### config.mk
export PLATFORM = sky130hd
export DESIGN_NAME = link_discovery_timers_unit
export DESIGN_NICKNAME = d
export VERILOG_FILES = /design/src/rtl/ldt_pkg.sv /design/src/rtl/link_discovery_timers_unit.sv
export SDC_FILE = /design/constraint.sdc
export NUM_CORES = 1
export LEC_CHECK = 0
export BUFFER_PORTS_ARGS = -buffer_cell sky130_fd_sc_hd__buf_2
export CORE_ASPECT_RATIO = 0.75
export CORE_MARGIN = 10
export CORE_UTILIZATION = 47
export CTS_CLUSTER_SIZE = 30
export DETAILED_ROUTE_END_ITERATION = 7
export PLACE_DENSITY_LB_ADDON = 0.2
export SLEW_MARGIN = 5
export SYNTH_ARGS = -nofsm -noshare
export SYNTH_HDL_FRONTEND = slang
export SYNTH_SLANG_ARGS = --single-unit
### constraint.sdc
create_clock -name clock -period 7.5 [get_ports clock]
set_input_delay 1.125 -clock clock [delete_from_list [all_inputs] [get_ports clock]]
set_output_delay 1.125 -clock clock [all_outputs]
set_load 0.02 [all_outputs]
### src/rtl/ldt_pkg.sv
// ----------------------------------------------------------------------------
// ldt_pkg
// shared widths, command codes, register indexes and reset values for the
// link discovery timers
// ----------------------------------------------------------------------------
`default_nettype none

package ldt_pkg;

   localparam int CMD_W     = 3;
   localparam int ELAPSED_W = 32;
   localparam int LIMIT_W   = 48;
   localparam int COUNT_W   = LIMIT_W + 1;
   localparam int CSR_IDX_W = 2;

   // command codes
   localparam logic [CMD_W-1:0] CMD_TICK     = 3'd0;
   localparam logic [CMD_W-1:0] CMD_LINKED   = 3'd1;
   localparam logic [CMD_W-1:0] CMD_UNLINKED = 3'd2;
   localparam logic [CMD_W-1:0] CMD_CONN_GO  = 3'd3;
   localparam logic [CMD_W-1:0] CMD_CONN_END = 3'd4;
   localparam logic [CMD_W-1:0] CMD_RESCAN   = 3'd5;

   // register indexes
   localparam logic [CSR_IDX_W-1:0] REG_DISCOVERY = 2'd0;
   localparam logic [CSR_IDX_W-1:0] REG_CONNECT   = 2'd1;
   localparam logic [CSR_IDX_W-1:0] REG_RESCAN    = 2'd2;

   // register reset values, ns
   localparam logic [LIMIT_W-1:0] DISCOVERY_RST = 48'd10000000000;
   localparam logic [LIMIT_W-1:0] CONNECT_RST   = 48'd5000000000;
   localparam logic [LIMIT_W-1:0] RESCAN_RST    = 48'd1000000000;

endpackage

`default_nettype wire

### src/rtl/link_discovery_timers_unit.sv
// ----------------------------------------------------------------------------
// link_discovery_timers_unit
// discovery watchdog, connect timeout and rescan delay timers driven by link
// events and elapsed-time ticks
// ----------------------------------------------------------------------------
// An item is a command (tick, linked, unlinked, connect started, connect
// resolved, rescan request) with an elapsed time in ns used by ticks only.
// Each tick gives exactly one result carrying the three expiry flags; every
// other command gives none. The block takes one item per cycle while the
// input register is not held: an accepted item is captured in the input
// register, is applied to the timer state by three parallel 49-bit
// add-and-compare paths, and a tick's flags land in the output register as
// the tick is applied. Input and output are parted by that output register,
// so new items keep flowing while a result waits; only a tick that finds the
// output register full and not being taken holds the input register.
// Threshold registers are written through the csr port, which is always
// ready; writes are meant to happen while no item is in flight.
`default_nettype none

module link_discovery_timers_unit (
   input  logic                          clock,
   input  logic                          reset,
   // configuration write
   input  logic                          csr_valid,
   output logic                          csr_ready,
   input  logic [ldt_pkg::CSR_IDX_W-1:0] csr_index,
   input  logic [ldt_pkg::LIMIT_W-1:0]   csr_data,
   // items in
   input  logic                          req_valid,
   output logic                          req_ready,
   input  logic [ldt_pkg::CMD_W-1:0]     req_cmd,
   input  logic [ldt_pkg::ELAPSED_W-1:0] req_elapsed_ns,
   // results out
   output logic                          rsp_valid,
   input  logic                          rsp_ready,
   output logic                          rsp_go_symmetric,
   output logic                          rsp_abort_connect,
   output logic                          rsp_do_rescan
);

   import ldt_pkg::*;

   // threshold registers
   logic [LIMIT_W-1:0] disc_limit_ff, conn_limit_ff, rescan_limit_ff;

   // input register
   logic                 s1_valid_ff;
   logic [CMD_W-1:0]     s1_cmd_ff;
   logic [ELAPSED_W-1:0] s1_elapsed_ff;

   // timer state
   logic               link_up_ff, link_up_in;
   logic               disc_armed_ff, disc_armed_in;
   logic               conn_armed_ff, conn_armed_in;
   logic               rescan_armed_ff, rescan_armed_in;
   logic [COUNT_W-1:0] disc_count_ff, disc_count_in;
   logic [COUNT_W-1:0] conn_count_ff, conn_count_in;
   logic [COUNT_W-1:0] rescan_count_ff, rescan_count_in;

   // output register
   logic rsp_valid_ff;
   logic go_sym_ff, go_sym_in;
   logic abort_ff, abort_in;
   logic rescan_ff, rescan_in;

   logic s1_is_tick, s1_fire, rsp_free;
   logic [COUNT_W-1:0] disc_sum, conn_sum, rescan_sum;
   logic disc_hit, conn_hit, rescan_hit;

   // ---------------------------------------------------------------- handshakes
   assign csr_ready  = 1'b1;
   assign s1_is_tick = (s1_cmd_ff == CMD_TICK);
   assign rsp_free   = !rsp_valid_ff || rsp_ready;
   // non-tick commands never need the output register
   assign s1_fire    = s1_valid_ff && (!s1_is_tick || rsp_free);
   assign req_ready  = !s1_valid_ff || s1_fire;

   // ---------------------------------------------------------------- config
   always_ff @(posedge clock) begin
      if (reset) begin
         disc_limit_ff   <= DISCOVERY_RST;
         conn_limit_ff   <= CONNECT_RST;
         rescan_limit_ff <= RESCAN_RST;
      end else if (csr_valid && csr_ready) begin
         case (csr_index)
            REG_DISCOVERY: disc_limit_ff   <= csr_data;
            REG_CONNECT:   conn_limit_ff   <= csr_data;
            REG_RESCAN:    rescan_limit_ff <= csr_data;
            default: ;     // unused index, write dropped
         endcase
      end
   end

   // ---------------------------------------------------------------- input register
   always_ff @(posedge clock) begin
      if (reset) begin
         s1_valid_ff <= 1'b0;
      end else if (req_ready) begin
         s1_valid_ff <= req_valid;
      end
   end

   always_ff @(posedge clock) begin
      if (req_valid && req_ready) begin
         s1_cmd_ff     <= req_cmd;
         s1_elapsed_ff <= req_elapsed_ns;
      end
   end

   // ---------------------------------------------------------------- timer datapath
   // a running counter stays below its 48-bit threshold, so 49 bits never wrap
   assign disc_sum   = disc_count_ff + COUNT_W'(s1_elapsed_ff);
   assign conn_sum   = conn_count_ff + COUNT_W'(s1_elapsed_ff);
   assign rescan_sum = rescan_count_ff + COUNT_W'(s1_elapsed_ff);

   assign disc_hit   = disc_armed_ff   && (disc_sum   >= COUNT_W'(disc_limit_ff));
   assign conn_hit   = conn_armed_ff   && (conn_sum   >= COUNT_W'(conn_limit_ff));
   assign rescan_hit = rescan_armed_ff && (rescan_sum >= COUNT_W'(rescan_limit_ff));

   always_comb begin
      link_up_in      = link_up_ff;
      disc_armed_in   = disc_armed_ff;
      conn_armed_in   = conn_armed_ff;
      rescan_armed_in = rescan_armed_ff;
      disc_count_in   = disc_count_ff;
      conn_count_in   = conn_count_ff;
      rescan_count_in = rescan_count_ff;
      go_sym_in       = disc_hit;
      abort_in        = conn_hit;
      rescan_in       = rescan_hit;
      case (s1_cmd_ff)
         CMD_TICK: begin
            // watchdog is periodic and rearms from zero
            if (disc_armed_ff) begin
               disc_count_in = disc_hit ? '0 : disc_sum;
            end
            // one-shots disarm on expiry
            if (conn_armed_ff) begin
               conn_count_in = conn_hit ? '0 : conn_sum;
               conn_armed_in = !conn_hit;
            end
            if (rescan_armed_ff) begin
               rescan_count_in = rescan_hit ? '0 : rescan_sum;
               rescan_armed_in = !rescan_hit;
            end
         end
         CMD_LINKED: begin
            link_up_in      = 1'b1;
            disc_armed_in   = 1'b0;
            conn_armed_in   = 1'b0;
            rescan_armed_in = 1'b0;
            disc_count_in   = '0;
            conn_count_in   = '0;
            rescan_count_in = '0;
         end
         CMD_UNLINKED: begin
            link_up_in    = 1'b0;
            disc_armed_in = 1'b1;
            disc_count_in = '0;
         end
         CMD_CONN_GO: begin
            conn_armed_in = 1'b1;
            conn_count_in = '0;
         end
         CMD_CONN_END: begin
            conn_armed_in = 1'b0;
            conn_count_in = '0;
         end
         CMD_RESCAN: begin
            // ignored while linked, pending rescan kept
            if (!link_up_ff) begin
               rescan_armed_in = 1'b1;
               rescan_count_in = '0;
            end
         end
         default: ;  // unused codes change nothing
      endcase
   end

   always_ff @(posedge clock) begin
      if (reset) begin
         link_up_ff      <= 1'b0;
         disc_armed_ff   <= 1'b0;
         conn_armed_ff   <= 1'b0;
         rescan_armed_ff <= 1'b0;
         disc_count_ff   <= '0;
         conn_count_ff   <= '0;
         rescan_count_ff <= '0;
      end else if (s1_fire) begin
         link_up_ff      <= link_up_in;
         disc_armed_ff   <= disc_armed_in;
         conn_armed_ff   <= conn_armed_in;
         rescan_armed_ff <= rescan_armed_in;
         disc_count_ff   <= disc_count_in;
         conn_count_ff   <= conn_count_in;
         rescan_count_ff <= rescan_count_in;
      end
   end

   // ---------------------------------------------------------------- output register
   always_ff @(posedge clock) begin
      if (reset) begin
         rsp_valid_ff <= 1'b0;
      end else if (s1_fire && s1_is_tick) begin
         rsp_valid_ff <= 1'b1;
      end else if (rsp_ready) begin
         rsp_valid_ff <= 1'b0;
      end
   end

   always_ff @(posedge clock) begin
      if (s1_fire && s1_is_tick) begin
         go_sym_ff <= go_sym_in;
         abort_ff  <= abort_in;
         rescan_ff <= rescan_in;
      end
   end

   assign rsp_valid         = rsp_valid_ff;
   assign rsp_go_symmetric  = go_sym_ff;
   assign rsp_abort_connect = abort_ff;
   assign rsp_do_rescan     = rescan_ff;

   // ---------------------------------------------------------------- assertions
`ifndef SYNTHESIS
   // every processed tick leaves a result in the output register
   a_tick_gives_result: assert property (@(posedge clock) disable iff (reset)
      s1_fire && s1_is_tick |=> rsp_valid_ff)
      else $error("tick processed without a result");

   // a linked event leaves all timers disarmed
   a_linked_disarms: assert property (@(posedge clock) disable iff (reset)
      s1_fire && (s1_cmd_ff == CMD_LINKED) |=>
         !disc_armed_ff && !conn_armed_ff && !rescan_armed_ff)
      else $error("timer still armed after linked");

   // a disarmed one-shot holds a cleared counter
   a_conn_idle_zero: assert property (@(posedge clock) disable iff (reset)
      !conn_armed_ff |-> (conn_count_ff == '0))
      else $error("connect counter nonzero while disarmed");

   a_rescan_idle_zero: assert property (@(posedge clock) disable iff (reset)
      !rescan_armed_ff |-> (rescan_count_ff == '0))
      else $error("rescan counter nonzero while disarmed");
`endif

endmodule

`default_nettype wire
Yosys cells after proc, flatten, opt, wreduce, memory -nomap -nowiden:

Cells that the tools add are included.

* flip-flop bits (word level): 335
* word-level logic and storage cells: 87

* $add $sub $neg: 3
* mux-type cells: 19
* equal/unequal tests: 11
* reduce and logical (&&, ||, !) cells: 34
* magnitude comparators: 3

Operator list (count)
* 49-bit two-way mux: 7
* 49-bit one-hot mux with 2 select lines: 2
* 49-bit by 32-bit adder with 49-bit output: 3
* 49-bit by 48-bit greater-or-equal comparator with 1-bit output: 3
* 49-bit one-hot mux with 3 select lines: 1
* 2-bit AND reduction: 5
* 3-bit AND reduction: 3
* 2-bit != test, second input constant: 4
* 2-bit nonzero test: 4
* 3-bit by 2-bit == test with 1-bit output, second input constant: 2
* 3-bit == test, second input constant: 2
* 1-bit logical AND: 6
* 1-bit one-hot mux with 3 select lines: 2
* 3-bit nonzero test: 2
* 1-bit logical NOT: 5
* 1-bit two-way mux: 5
* 1-bit one-hot mux with 2 select lines: 2
* 4-bit AND reduction: 1
* 2-bit OR reduction: 2
* 3-bit by 1-bit == test with 1-bit output, second input constant: 1
* 3-bit logical NOT: 1
* 1-bit logical OR: 3
* 3-bit OR reduction: 1
* 2-bit by 1-bit == test with 1-bit output, second input constant: 1
* 2 further kinds: 2

Longest topological paths before layout:

* depth after elaboration: 6
* depth in mapped cells: 23

Worst setup path after synthesis:

OpenSTA, ideal clock, no wires.

* kind: reg2reg
* from: reg s1_elapsed_ff[0]
* to: reg rescan_count_ff[33]
* stages on the path, launching flop included: 23
* slack: 2.290 ns
* period minus slack after synthesis: 5.210 ns
* path buffers: 2
* data arrival time: 5.136 ns
* path through: edfxtp_1 > ha_1 > fa_1 > a211o_1 > a21o_1 > a2111oi_4 > nand4bb_2 > and3_1 > clkbuf_1 > nor2_1 > and3_1 > xor2_1 > ha_1 > a21oi_1 > o21ai_1 > a211oi_1 > nor2_1 > a2111oi_0 > nand3_1 > or3b_1 > buf_6 > or4_1 > a31oi_1

* cells in the longest elaborated chain, start to end: 6

Ends and longest elaborated chain
* start: declaration: line link_discovery_timers_unit.sv:49 `logic [ELAPSED_W-1:0] s1_elapsed_ff;`
* start signal: assignment: line link_discovery_timers_unit.sv:106 `s1_elapsed_ff <= req_elapsed_ns;`
* 49-bit by 32-bit adder with 49-bit output (*): line link_discovery_timers_unit.sv:114 `assign rescan_sum = rescan_count_ff + COUNT_W'(s1_elapsed_ff);`
* 49-bit by 48-bit greater-or-equal comparator with 1-bit output: line link_discovery_timers_unit.sv:118 `assign rescan_hit = rescan_armed_ff && (rescan_sum >= COUNT_W'(rescan_limit_ff));`
* 1-bit logical AND: line link_discovery_timers_unit.sv:118
* 49-bit two-way mux (*): line link_discovery_timers_unit.sv:143 `rescan_count_in = rescan_hit ? '0 : rescan_sum;`
* 49-bit two-way mux (*): line link_discovery_timers_unit.sv:142 `if (rescan_armed_ff) begin`
* 49-bit one-hot mux with 3 select lines (*): line link_discovery_timers_unit.sv:131 `case (s1_cmd_ff)`
* end signal: assignment: line link_discovery_timers_unit.sv:196 `rescan_count_ff <= rescan_count_in;`
* end: declaration: line link_discovery_timers_unit.sv:58 `logic [COUNT_W-1:0] rescan_count_ff, rescan_count_in;`

Every way passes the cells marked *; elsewhere a longest branch is shown, timed or not. The select of a mux whose other input is x is not followed.
A chain may end at the register's enable or synchronous reset.

Final worst setup path:

* from: reg s1_elapsed_ff[0]
* to: reg rescan_count_ff[21]

Same word-level chain as after synthesis.

==> impl_metrics.json <==
{
  "run_status": "completed",
  "clk_pin_slew_ns": 0.06,
  "die_area_um2": 55120,
  "die_width_um": 267.8,
  "endpoint_kind": "flop",
  "synth_edf_count": 38,
  "first_global_vias": 18650,
  "worstSetupPathType": "flop to flop",
  "p_leak_nw": 9.867,
  "finalInstanceArea_um2": 23730,
  "gp_congestion": 0.9250,
  "skew_ns": 0.02866,
  "ctsResizeCount": 0,
  "path_max_fanout": 16,
  "n_antenna_cell": 0,
  "fillCellCount": 4244,
  "power_density_nw_per_um2": 188.6,
  "boundaryPins": 96,
  "cap_violations": 0,
  "yosysUniqueCellTypes": 86,
  "synthFlopType": "dfxtp_1",
  "overflow": 0,
  "postSynthCellCount": 2675,
  "syn_area_per_cell_um2": 8.090,
  "yosysSeqAreaShare_pct": 32.75,
  "wl_per_cell_um": 21.39,
  "tightest_slew_ns": 1.180,
  "cts_tree": "yes",
  "final_hold_viol_count": 0,
  "die_h_um": 205.8,
  "num_rows": 67,
  "cts_buffer_depth": 3,
  "cts.sinks": 335,
  "cp_top_family": "simple AND/OR/NAND/NOR gates",
  "area_growth_syn_to_layout_pct": 9.666,
  "dp.cells": 3233,
  "finalSetupViolations": 0,
  "drtAntennaViolNets": 0,
  "cp_slowest_cell": "nor3_4",
  "drt_iter0_markers": 2128,
  "wl_mm": 70.62,
  "grt_max_degree": 85,
  "layout_min_cycle_time_ns": 6.799,
  "path_buf_inv": 0,
  "fin_ws_ns": 0.7005,
  "initial_utilization_pct": 47.99,
  "critical-path-max-stage-delay_ns": 0.74,
  "final_core_util_pct": 52.62,
  "synth_top_area_cell": "dfxtp_1",
  "layout.nets": 3020,
  "arrival_ns": 7.30,
  "fin_tns_setup_ns": 0,
  "finalCritPeriodShare_pct": 90.66,
  "cp_data_required_time_ns": 8.00,
  "ys_top_cells_by_area": "dfxtp_1 27%, ha_1 14%, nand2_1 7.0%",
  "post_cts_buffers": 0,
  "place_area_um2": 22470,
  "max-vdd-ir-drop_mv": 0.1163,
  "vias_per_cell": 6.093,
  "groute.usage.overall_pct": 24.99,
  "synth_common_cells": "404 x nand2_1, 301 x a21oi_1, 297 x dfxtp_1",
  "num_vias": 20110,
  "htree_levels": 2,
  "drc": 0,
  "hold_class": "flop to flop",
  "ctsHoldBuffers": 0,
  "core_um2": 45100,
  "root_buffer": "clkbuf_16",
  "slew_violations": 0,
  "ys_seq_elements": 335,
  "insertion_delay_ns": 0.58,
  "crit_chain": "ha_1 -> fa_1 -> a211o_1 -> a21o_1 -> a2111oi_4 -> nand4bb_2 -> and3_1 -> nor2_1 -> and3_1 -> xor2_1 -> ha_1 -> a21oi_1 -> o21ai_1 -> a211oi_1 -> nor2_1 -> a2111oi_0 -> nand3_1 -> or3b_1 -> nor3_4 -> a22o_1",
  "synth_top_cell_area_share_pct": 27.47,
  "layout-drive-gt1-share_pct": 7.514,
  "numCtsBuffers": 38,
  "synth_fp_nets": 3008,
  "first_pass_iters": 8,
  "syn-cell-area_um2": 21640,
  "dp_hpwl_mm": 52.97,
  "rsz0062_at_grt": "false",
  "grt_pass1_wl_mm": 107.3,
  "portBuffers": 94,
  "synthArstFlopShare_pct": 0,
  "cp-start-kind": "flop",
  "antenna_found_initial": 1,
  "fin_cells": 3301,
  "pre_cts_slack_ns": 0.8812,
  "yosys_warnings": 0,
  "timing.fmax_mhz": 147.1,
  "synth.most_common_cell": "nand2_1",
  "max-slew-margin-rel_pct": 21.33
}
## metal layers
| metal | global-route usage [%] | wire length (um) | vias to the layer above |
|---|---|---|---|
| li1 | - | - | 9590 |
| met1 | 35.61 | 32350 | 9596 |
| met2 | 35.88 | 28660 | 812 |
| met3 | 6.632 | 7548 | 114 |
| met4 | 7.994 | 2063 | 0 |
| met5 | 0 | 0 | - |
## power by group
| group | internal [mW] | total [mW] | switching (mW) | leakage [nW] |
|---|---|---|---|---|
| combinational | 0.222 | 0.644 | 0.423 | 6.47 |
| clock | 1.10 | 1.91 | 0.816 | 0.623 |
| sequential | 1.87 | 1.92 | 0.0524 | 2.78 |
| total | 3.18 | 4.48 | 1.29 | 9.87 |
## logic make-up after synthesis
family / count (synthesis) / synth area share (%)
fa+ha+maj: 243 / 14.15
buf+inv: 321 / 5.833
other cells: 1 / 0.01733
xor+xnor: 135 / 5.463
simple gates: 905 / 19.62
flops: 335 / 32.75
compound gates: 733 / 22.07
mux: 2 / 0.1041
## layout make-up
class | count | area, um2 | share of cell area (%)
Multi-Input combinational cell | 2019 | 13340 | 56.21
Sequential cell | 335 | 7087 | 29.86
Clock buffer | 48 | 1081 | 4.555
Tap cell | 586 | 733.2 | 3.089
Inverter | 183 | 686.9 | 2.894
Timing Repair Buffer | 110 | 621.8 | 2.620
Clock inverter | 20 | 183.9 | 0.7749
## state kept, by name, summed over array words and instances (netlist names), 3 cells and up
| signal | count |
|---|---|
| s1_elapsed_ff | 32 |
| disc_limit_ff | 48 |
| disc_count_ff | 49 |
| rescan_limit_ff | 48 |
| s1_cmd_ff | 3 |
| conn_limit_ff | 48 |
| rescan_count_ff | 49 |
| conn_count_ff | 49 |
## placed cells by master (no fill, tap or decap), types with 61 or more instances in the layout
cell type,instances
nor2_1,136
o21ai_0,61
buf_2,93
xnor2_1,82
nand3_1,113
inv_1,183
nand2_1,404
ha_1,240
a21oi_1,301
dfxtp_1,297
## tightest hold or removal path: stages, from the launching register on
cell	delay, ns
dfxtp_1	0.31
nand2_1	0.05
a21oi_1	0.05
## stage by stage
step           total power, mW  hold slack (ns)
6_report                 4.476           0.4537
5_1_grt                  4.649           0.4697
4_1_cts                  4.491           0.4557
3_5_place_dp             2.583           0.4476
3_3_place_gp             2.566           0.4418
2_1_floorplan            2.359           0.4291
## final timing paths
| path | startpoint | end | slack (ns) | cells after the start |
|---|---|---|---|---|
| worst min register to register | conn_limit_ff[2] | conn_limit_ff[2] | 0.45 | 2 |
| worst max-delay path | s1_elapsed_ff[0] | rescan_count_ff[21] | 0.70 | 20 |
| worst min-delay path | conn_limit_ff[2] | conn_limit_ff[2] | 0.45 | 2 |
| worst max register to register | s1_elapsed_ff[0] | rescan_count_ff[21] | 0.70 | 20 |
Power figures use the tool's default switching activity.
